==> config.mk <==
export PLATFORM = sky130hd
export DESIGN_NAME = shared_pool_multi_stack
export DESIGN_NICKNAME = d
export VERILOG_FILES = /design/src/sv/spms_pkg.sv /design/src/sv/shared_pool_multi_stack.sv /design/src/sv/spms_slot_mem.sv /design/src/sv/spms_top_mem.sv
export SDC_FILE = /design/constraint.sdc
export NUM_CORES = 1
export LEC_CHECK = 0
export ABC_AREA = 1
export ABC_CLOCK_PERIOD_IN_PS = 5700
export BUFFER_PORTS_ARGS = -buffer_cell sky130_fd_sc_hd__buf_2
export CORE_MARGIN = 2
export CORE_UTILIZATION = 55
export CTS_BUF_LIST = sky130_fd_sc_hd__clkbuf_4 sky130_fd_sc_hd__clkbuf_8 sky130_fd_sc_hd__clkbuf_16
export CTS_CLUSTER_DIAMETER = 60
export CTS_CLUSTER_SIZE = 25
export DETAILED_ROUTE_END_ITERATION = 10
export PLACE_DENSITY = 0.73
export SYNTH_ARGS = -nofsm -noshare
export SYNTH_HDL_FRONTEND = slang
export SYNTH_HIERARCHICAL = 1
export SYNTH_SLANG_ARGS = --single-unit
==> constraint.sdc <==
create_clock -name clk -period 5.7 [get_ports clk]
set_input_delay 0.285 -clock clk [delete_from_list [all_inputs] [get_ports clk]]
set_output_delay 0.285 -clock clk [all_outputs]
set_load 0.02 [all_outputs]
==> src/sv/spms_pkg.sv <==
`timescale 1ns / 1ps
// Package for the shared-pool multi-stack block.
// Holds default sizes, field widths and the operation and status codes.
// No dependencies.

package spms_pkg;

  // Default sizes handed to the top level as parameter defaults.
  localparam int NUM_STACKS_DEF = 4;
  localparam int POOL_SIZE_DEF  = 16;
  localparam int DATA_WIDTH_DEF = 32;

  // Fixed field widths of the transaction ports.
  localparam int SID_W    = 2;
  localparam int VAL_W    = 32;
  localparam int STATUS_W = 2;

  // Operation codes carried on in_kind.
  localparam logic KIND_PUSH = 1'b0;
  localparam logic KIND_POP  = 1'b1;

  // Result status codes.
  typedef enum logic [STATUS_W-1:0] {
    ST_OK    = 2'd0,
    ST_FULL  = 2'd1,
    ST_EMPTY = 2'd2
  } status_t;

endpackage

==> src/sv/shared_pool_multi_stack.sv <==
`timescale 1ns / 1ps
// Top level of the shared-pool multi-stack block: sequencer and state registers.
// Depends on spms_pkg, spms_slot_mem and spms_top_mem.
//
// Usage:
//   Several LIFO stacks share one pool of POOL_SIZE slots; free slots form a
//   linked free list. A command is taken at a rising edge with start high and
//   busy low: in_kind selects push or pop, in_stack_id the stack, and
//   in_push_value the value stored by a push.
//   Every command gives exactly one result: out_valid is high for one cycle
//   with out_status (ok, pool full, stack empty) and out_pop_value (the value
//   removed by a successful pop, else zero). The receiver cannot stall; the
//   result is taken in the cycle it is shown.
//   Sequence: a successful command passes through the top-read state and then
//   the slot-read state before out_valid rises; a failed one is reported
//   straight from the top-read state. busy stays high until the result is
//   registered, so a new command is taken only once the last one is done.
//   The order is set by two dependent memory reads: the stack-top memory,
//   then the slot memory at the slot it names.
//   Reset (synchronous, rst_n low) empties every stack and restores the full
//   free list at once: slots never allocated since reset are tracked by a
//   fill count, so no clearing pass is needed.

module shared_pool_multi_stack #(
  parameter int NUM_STACKS = spms_pkg::NUM_STACKS_DEF,
  parameter int POOL_SIZE  = spms_pkg::POOL_SIZE_DEF,
  parameter int DATA_WIDTH = spms_pkg::DATA_WIDTH_DEF
) (
  input  logic                                 clk,
  input  logic                                 rst_n,
  input  logic                                 start,
  output logic                                 busy,
  input  logic                                 in_kind,
  input  logic        [spms_pkg::SID_W-1:0]    in_stack_id,
  input  logic signed [spms_pkg::VAL_W-1:0]    in_push_value,
  output logic                                 out_valid,
  output logic        [spms_pkg::STATUS_W-1:0] out_status,
  output logic signed [spms_pkg::VAL_W-1:0]    out_pop_value
);

  localparam int IDX_W     = $clog2(POOL_SIZE);
  localparam int LINK_W    = $clog2(POOL_SIZE + 1);
  localparam int ENTRY_W   = LINK_W + DATA_WIDTH;
  localparam int STK_W     = (NUM_STACKS > 1) ? $clog2(NUM_STACKS) : 1;
  localparam int SID_EXT_W = STK_W + spms_pkg::SID_W;
  localparam int VAL_EXT_W = (DATA_WIDTH > spms_pkg::VAL_W) ? DATA_WIDTH : spms_pkg::VAL_W;
  localparam logic [LINK_W-1:0] NULL_LINK = LINK_W'(POOL_SIZE);

  typedef enum logic [1:0] {
    S_IDLE,
    S_TOP,
    S_SLOT
  } state_t;

  state_t                       state_r, state_nxt;
  logic                         out_valid_r, out_valid_nxt;
  spms_pkg::status_t            out_status_r, out_status_nxt;
  logic [spms_pkg::VAL_W-1:0]   out_pop_value_r, out_pop_value_nxt;

  logic [LINK_W-1:0]            free_head_r, free_head_nxt;
  logic [LINK_W-1:0]            hwm_r, hwm_nxt;

  logic                         kind_r;
  logic                         sid_ok_r;
  logic [STK_W-1:0]             sid_idx_r;
  logic [DATA_WIDTH-1:0]        value_r;
  logic [LINK_W-1:0]            top_r;
  logic [IDX_W-1:0]             slot_r;
  logic                         unwritten_r;

  logic                         accept;
  logic [SID_EXT_W-1:0]         sid_full;
  logic                         sid_ok;
  logic [VAL_EXT_W-1:0]         in_value_ext;

  logic                         top_rd_en;
  logic [LINK_W-1:0]            top_rd_data;
  logic                         top_wr_en;
  logic [LINK_W-1:0]            top_wr_data;

  logic                         slot_rd_en;
  logic [IDX_W-1:0]             slot_sel;
  logic [ENTRY_W-1:0]           slot_rd_data;
  logic                         slot_wr_en;
  logic [ENTRY_W-1:0]           slot_wr_data;

  logic                         op_fail;
  logic [LINK_W-1:0]            rd_link;
  logic [DATA_WIDTH-1:0]        rd_value;
  logic [LINK_W-1:0]            link_raw;
  logic [LINK_W-1:0]            link_n;
  logic [LINK_W-1:0]            top_n;
  logic [LINK_W-1:0]            free_head_n;
  logic [VAL_EXT_W-1:0]         rd_value_ext;

  // Command decode at the accepting edge.
  assign busy         = (state_r != S_IDLE);
  assign accept       = start && !busy;
  assign sid_full     = SID_EXT_W'(in_stack_id);
  assign sid_ok       = (sid_full < SID_EXT_W'(NUM_STACKS));
  assign in_value_ext = VAL_EXT_W'(unsigned'(in_push_value));
  assign top_rd_en    = accept && sid_ok;

  // Top-read cycle: decide failure and pick the slot to read.
  always_comb begin
    if (kind_r == spms_pkg::KIND_POP) begin
      op_fail  = !sid_ok_r || !(top_rd_data < NULL_LINK);
      slot_sel = top_rd_data[IDX_W-1:0];
    end else begin
      op_fail  = !sid_ok_r || !(free_head_r < NULL_LINK);
      slot_sel = free_head_r[IDX_W-1:0];
    end
  end

  assign slot_rd_en = (state_r == S_TOP) && !op_fail;

  // Slot-read cycle: resolve links. A slot at or above the fill count has never
  // been written; its link is taken to be simply the next slot index.
  assign rd_link      = slot_rd_data[DATA_WIDTH +: LINK_W];
  assign rd_value     = slot_rd_data[DATA_WIDTH-1:0];
  assign link_raw     = unwritten_r ? (LINK_W'(slot_r) + LINK_W'(1)) : rd_link;
  assign link_n       = (link_raw < NULL_LINK) ? link_raw : NULL_LINK;
  assign top_n        = (top_r < NULL_LINK) ? top_r : NULL_LINK;
  assign free_head_n  = (free_head_r < NULL_LINK) ? free_head_r : NULL_LINK;
  assign rd_value_ext = VAL_EXT_W'(rd_value);

  // Write-back of the slot entry and the stack top.
  always_comb begin
    slot_wr_en   = (state_r == S_SLOT);
    top_wr_en    = (state_r == S_SLOT);
    if (kind_r == spms_pkg::KIND_POP) begin
      slot_wr_data = {free_head_n, rd_value};
      top_wr_data  = link_n;
    end else begin
      slot_wr_data = {top_n, value_r};
      top_wr_data  = LINK_W'(slot_r);
    end
  end

  // Next state, result and free-list registers.
  always_comb begin
    state_nxt         = state_r;
    out_valid_nxt     = 1'b0;
    out_status_nxt    = out_status_r;
    out_pop_value_nxt = out_pop_value_r;
    free_head_nxt     = free_head_r;
    hwm_nxt           = hwm_r;
    unique case (state_r)
      S_IDLE: begin
        if (accept) begin
          state_nxt = S_TOP;
        end
      end
      S_TOP: begin
        if (op_fail) begin
          state_nxt         = S_IDLE;
          out_valid_nxt     = 1'b1;
          out_status_nxt    = (kind_r == spms_pkg::KIND_POP) ? spms_pkg::ST_EMPTY
                                                              : spms_pkg::ST_FULL;
          out_pop_value_nxt = '0;
        end else begin
          state_nxt = S_SLOT;
        end
      end
      S_SLOT: begin
        state_nxt      = S_IDLE;
        out_valid_nxt  = 1'b1;
        out_status_nxt = spms_pkg::ST_OK;
        if (kind_r == spms_pkg::KIND_POP) begin
          out_pop_value_nxt = rd_value_ext[spms_pkg::VAL_W-1:0];
          free_head_nxt     = LINK_W'(slot_r);
        end else begin
          out_pop_value_nxt = '0;
          free_head_nxt     = link_n;
          if (unwritten_r) begin
            hwm_nxt = LINK_W'(slot_r) + LINK_W'(1);
          end
        end
      end
      default: begin
        state_nxt = S_IDLE;
      end
    endcase
  end

  // State machine, registered outputs and free-list control.
  always_ff @(posedge clk) begin
    if (!rst_n) begin
      state_r         <= S_IDLE;
      out_valid_r     <= 1'b0;
      out_status_r    <= spms_pkg::ST_OK;
      out_pop_value_r <= '0;
      free_head_r     <= '0;
      hwm_r           <= '0;
    end else begin
      state_r         <= state_nxt;
      out_valid_r     <= out_valid_nxt;
      out_status_r    <= out_status_nxt;
      out_pop_value_r <= out_pop_value_nxt;
      free_head_r     <= free_head_nxt;
      hwm_r           <= hwm_nxt;
    end
  end

  // Command payload and per-operation working registers.
  always_ff @(posedge clk) begin
    if (accept) begin
      kind_r    <= in_kind;
      sid_ok_r  <= sid_ok;
      sid_idx_r <= sid_full[STK_W-1:0];
      value_r   <= in_value_ext[DATA_WIDTH-1:0];
    end
    if (slot_rd_en) begin
      top_r       <= top_rd_data;
      slot_r      <= slot_sel;
      unwritten_r <= (LINK_W'(slot_sel) >= hwm_r);
    end
  end

  assign out_valid     = out_valid_r;
  assign out_status    = out_status_r;
  assign out_pop_value = signed'(out_pop_value_r);

  // Stack-top memory.
  spms_top_mem #(
    .NUM_STACKS (NUM_STACKS),
    .POOL_SIZE  (POOL_SIZE)
  ) u_top_mem (
    .clk     (clk),
    .rst_n   (rst_n),
    .rd_en   (top_rd_en),
    .rd_addr (sid_full[STK_W-1:0]),
    .rd_data (top_rd_data),
    .wr_en   (top_wr_en),
    .wr_addr (sid_idx_r),
    .wr_data (top_wr_data)
  );

  // Slot memory holding links and values.
  spms_slot_mem #(
    .POOL_SIZE  (POOL_SIZE),
    .DATA_WIDTH (DATA_WIDTH)
  ) u_slot_mem (
    .clk     (clk),
    .rd_en   (slot_rd_en),
    .rd_addr (slot_sel),
    .rd_data (slot_rd_data),
    .wr_en   (slot_wr_en),
    .wr_addr (slot_r),
    .wr_data (slot_wr_data)
  );

  // A result only follows a command in flight.
  a_result_after_work: assert property (@(posedge clk) disable iff (!rst_n)
    out_valid |-> $past(state_r) != S_IDLE)
    else $error("result strobe without a command in flight");

  // Any failed command reports a zero value.
  a_fail_zero_value: assert property (@(posedge clk) disable iff (!rst_n)
    (out_valid && out_status != spms_pkg::ST_OK) |-> out_pop_value == '0)
    else $error("failed command returned a nonzero value");

  // A pushed slot is always at or below the fill count.
  a_fill_count: assert property (@(posedge clk) disable iff (!rst_n)
    (state_r == S_SLOT && kind_r == spms_pkg::KIND_PUSH) |->
      LINK_W'(slot_r) <= hwm_r)
    else $error("push skipped an unallocated slot");

  // An accepted command always starts with the top read.
  a_accept_to_top: assert property (@(posedge clk) disable iff (!rst_n)
    accept |=> state_r == S_TOP)
    else $error("accepted command did not start");

endmodule

==> src/sv/spms_slot_mem.sv <==
`timescale 1ns / 1ps
// Slot memory of the shared pool: one entry per slot holding {link, value}.
// Synchronous write, one read port with registered data. Uses spms_pkg.

module spms_slot_mem #(
  parameter int POOL_SIZE  = spms_pkg::POOL_SIZE_DEF,
  parameter int DATA_WIDTH = spms_pkg::DATA_WIDTH_DEF,
  localparam int IDX_W     = $clog2(POOL_SIZE),
  localparam int LINK_W    = $clog2(POOL_SIZE + 1),
  localparam int ENTRY_W   = LINK_W + DATA_WIDTH
) (
  input  logic               clk,
  input  logic               rd_en,
  input  logic [IDX_W-1:0]   rd_addr,
  output logic [ENTRY_W-1:0] rd_data,
  input  logic               wr_en,
  input  logic [IDX_W-1:0]   wr_addr,
  input  logic [ENTRY_W-1:0] wr_data
);

  logic [ENTRY_W-1:0] mem [POOL_SIZE];
  logic [ENTRY_W-1:0] rd_data_r;

  // Write port.
  always_ff @(posedge clk) begin
    if (wr_en) begin
      mem[wr_addr] <= wr_data;
    end
  end

  // Read port with registered data.
  always_ff @(posedge clk) begin
    if (rd_en) begin
      rd_data_r <= mem[rd_addr];
    end
  end

  assign rd_data = rd_data_r;

endmodule

==> src/sv/spms_top_mem.sv <==
`timescale 1ns / 1ps
// Stack-top memory: one link per stack, registered read data.
// Entries never written since reset read as the null link. Uses spms_pkg.

module spms_top_mem #(
  parameter int NUM_STACKS = spms_pkg::NUM_STACKS_DEF,
  parameter int POOL_SIZE  = spms_pkg::POOL_SIZE_DEF,
  localparam int STK_W     = (NUM_STACKS > 1) ? $clog2(NUM_STACKS) : 1,
  localparam int LINK_W    = $clog2(POOL_SIZE + 1)
) (
  input  logic              clk,
  input  logic              rst_n,
  input  logic              rd_en,
  input  logic [STK_W-1:0]  rd_addr,
  output logic [LINK_W-1:0] rd_data,
  input  logic              wr_en,
  input  logic [STK_W-1:0]  wr_addr,
  input  logic [LINK_W-1:0] wr_data
);

  localparam logic [LINK_W-1:0] NULL_LINK = LINK_W'(POOL_SIZE);

  logic [LINK_W-1:0]     mem [NUM_STACKS];
  logic [NUM_STACKS-1:0] valid_r;
  logic [LINK_W-1:0]     rd_mem_r;
  logic                  rd_valid_r;

  // Storage array, no reset.
  always_ff @(posedge clk) begin
    if (wr_en) begin
      mem[wr_addr] <= wr_data;
    end
  end

  // Per-entry valid bits; reset makes every stack empty at once.
  always_ff @(posedge clk) begin
    if (!rst_n) begin
      valid_r <= '0;
    end else if (wr_en) begin
      valid_r[wr_addr] <= 1'b1;
    end
  end

  // Registered read of data and valid bit.
  always_ff @(posedge clk) begin
    if (rd_en) begin
      rd_mem_r   <= mem[rd_addr];
      rd_valid_r <= valid_r[rd_addr];
    end
  end

  assign rd_data = rd_valid_r ? rd_mem_r : NULL_LINK;

endmodule
==> flow_metrics.py <==
metrics = {
    "pwr": {
        "total_power_mw": 11.8,
        "ir_drop_mv": 0.262,
        "p_sw_share_pct": 28.1,
        "p_comb_share_pct": 13.8,
        "power_switching_mw": 3.30,
        "clockPowerShare_pct": 31.4,
        "intPower_mw": 8.46,
        "p_seq_share_pct": 54.8,
        "p_leak_nw": 14.6,
        "pwr_density_cell_mw_per_mm2": 339,
    },
    "critical_path": {
        "slowest_delay_ps": 880,
        "cp-end-kind": "flip-flop",
        "worst-r2r-setup-slack_ps": 1640,
        "critical-path-slowest-cell": "inv_2",
        "reg2reg_depth": 9,
        "cp_num_buf_inv": 5,
        "r2r_start": "kind_r$_DFFE_PP_",
        "reg2reg_to": "u_slot_mem/rd_data[11]$_DFFE_PP_",
        "critPathLaunchType": "flip-flop",
        "critPathKind": "reg -> reg",
        "worstPathArrival_ps": 4450,
        "cp_max_fo": 52,
        "path_common_cell": "buf_4",
        "worstPathCellList": "buf_4 > buf_4 > o21ai_4 > buf_4 > inv_2 > buf_4 > nand3_1 > nand3_1 > nand2_1",
        "critPathTopFamily": "buffers and inverters",
        "crit_required_ps": 6100,
    },
    "floorplan": {
        "fp.dieH_um": 245,
        "die_w_um": 245,
        "design.die.area_sq_mm": 0.0598,
        "placeableCoreArea_sq_mm": 0.0575,
        "start_util_pct": 55.4,
        "ioPinCount": 74,
        "rows": 88,
    },
    "grt": {
        "grt_usage_pct": 26.1,
        "antenna_found_initial": 3,
        "grt_pass1_wl_um": 118000,
        "grt_pass1_vias": 20400,
        "grt_max_degree": 212,
        "overflow": 0,
    },
    "sta": {
        "finalMaxSlewViolations": 0,
        "fin_crit_sh_pct": 71.2,
        "slew_headroom_pct": 20.1,
        "min_period_ps": 4060,
        "setup_tns_ps": 0,
        "setup_viol": 0,
        "finalHoldViolations": 0,
        "fmax_ghz": 0.246,
        "clock_skew_ps": 39.9,
        "tightest_slew_ps": 1200,
        "rsz0062_at_grt": "no",
        "timing.hold.ws_ps": 40.7,
        "fin_ws_ps": 1640,
    },
    "yosys": {
        "synthCells": 3031,
        "syn_area_sq_mm": 0.0318,
        "ys_ff_latch": 751,
        "synth_most_common_cell": "nand2_1",
        "ys_types": 24,
        "yosysSeqAreaShare_pct": 69.2,
        "synthArstFlopShare_pct": 0,
        "syn_nets": 3078,
        "yosys_warnings": 6,
        "synthTopCellsByArea": "edfxtp_1, nand2_1, nand3_1, inv_1, dfxtp_1",
        "synth_edf_count": 700,
        "yosys.area.top_type": "edfxtp_1",
        "synthFlopType": "edfxtp_1",
        "syn_avg_cell_area_sq_um": 10.5,
        "yosys-top-cells-count": "nand2_1, edfxtp_1, inv_1, nand3_1, buf_2",
        "synth_top_cell_area_share_pct": 66.0,
    },
    "worst_hold_path": {
        "whs_path_depth": 3,
        "min_from": "rst_n",
        "hold_class": "in -> reg",
        "whs_endpoint": "hwm_r[4]$_SDFFE_PN0P_",
    },
    "placement": {
        "io_buffers": 73,
        "gp_congestion": 0.860,
        "placed_cells": 3760,
        "dpl-instance-area_sq_mm": 0.0328,
        "place_ws_ps": 1720,
        "hpwl_um": 42100,
    },
    "routing": {
        "wire_per_inst_um": 20.2,
        "drt_iter0_drc": 2755,
        "vias": 21500,
        "vias_per_cell": 5.55,
        "dr.pass1.iters": 6,
        "antenna_left": 0,
        "drc_errors": 0,
        "wl_um": 78300,
    },
    "clock_tree": {
        "tritoncts": "yes",
        "cts.htree.levels": 2,
        "clock_path_buffers": 3,
        "clkLatencyLatePin_ps": 630,
        "clk_pin_slew_worst_paths_ps": 90,
        "cts.sink_count": 751,
        "cts-root-buf": "clkbuf_16",
        "numCtsBuffers": 46,
        "ctsResizeCount": 0,
    },
    "cells_and_area": {
        "fin_cells": 3877,
        "regArea_sq_mm": 0.0220,
        "multi_input_area_sq_mm": 0.00709,
        "nets": 3125,
        "finish.instance_area_sq_mm": 0.0347,
        "drive_above_1_share_pct": 7.39,
        "utilization_pct": 60.4,
        "n_fill_cell": 4534,
        "area_delta_synth_final_pct": 8.98,
        "insertedDiodeCount": 0,
    },
    "run": {
        "cap_viol_max_count": 0,
    },
    "run_status": {
        "status": "complete, no violations",
    },
}
-- per-layer routing --
metal	vias up	share of wire [%]	track usage [%]
met1	10300	40	35.7
met3	177	11	5.32
met5	-	0.034	0
met4	4	3.4	9.31
li1	9952	-	-
met2	1106	46	41.7
-- cells in the final DEF, fill, tap and decap left out, types with 39 or more instances in the layout --
master,synthesis,final
inv_1,511,507
buf_2,76,73
dfxtp_1,51,51
clkbuf_16,0,47
edfxtp_1,700,700
buf_4,12,39
nand3_1,480,480
a21oi_1,53,53
nand2_1,982,982
-- how the worst max path moves through the flow --
stage | startpoint | to | slack [ps] | cells past startpoint
final | kind_r$_DFFE_PP_ | u_slot_mem/rd_data[11]$_DFFE_PP_ | 1640 | 9
after global routing | kind_r$_DFFE_PP_ | unwritten_r$_DFFE_PP_ | 1550 | 10
after CTS | kind_r$_DFFE_PP_ | unwritten_r$_DFFE_PP_ | 1720 | 10
after detailed placement | kind_r$_DFFE_PP_ | unwritten_r$_DFFE_PP_ | 1720 | 10
after global placement | kind_r$_DFFE_PP_ | u_slot_mem/rd_data[9]$_DFFE_PP_ | 1900 | 9
after floorplan | state_r[0]$_SDFFE_PN0P_ | u_slot_mem/mem[12][0]$_DFFE_PP_ | 2780 | 4
-- worst register-to-register path, stage by stage, from the launching register on --
cell      delay (ps)
edfxtp_1         390
buf_4            620
buf_4            520
o21ai_4          110
buf_4            330
inv_2            900
buf_4            600
nand3_1          180
nand3_1          120
nand2_1           70
-- power by group through the flow --
stage | sequential [mW] | combinational (mW) | clock [mW]
5_1_grt | 6.46 | 1.79 | 3.93
4_1_cts | 6.44 | 1.60 | 3.75
3_5_place_dp | 6.57 | 1.58 | 0
3_3_place_gp | 6.56 | 1.53 | 0
6_report | 6.45 | 1.62 | 3.70
2_1_floorplan | 6.53 | 1.15 | 0
-- area by class of cell --
class / count / area share (%)
multi-input cells: 1611 / 20.4
well taps: 765 / 2.76
clock buffers: 51 / 3.48
inverters: 519 / 5.67
clock inverters: 31 / 1.11
repair buffers: 149 / 3.02
flip-flops and latches: 751 / 63.5
-- state kept, by name, indices dropped and copies added, names as in the netlist, 5 cells and up --
signal	flops
free_head_r	5
hwm_r	5
out_pop_value	32
top_r	5
u_slot_mem/mem	592
u_slot_mem/rd_data	37
u_top_mem/mem	20
u_top_mem/rd_mem_r	5
value_r	32
-- cells by family after synthesis --
logic type,Yosys count,share of synthesized area (%)
compound gates,77,1.25
fa+ha+maj,9,0.354
buf+inv,669,8.98
flops,751,69.2
simple gates,1525,20.2
-- what timing repair did --
item,CTS,global route
setup buffers,0,0
hold buffers,35,0
hold endpoints to repair,36,0
(Power assumes the default switching activity.)
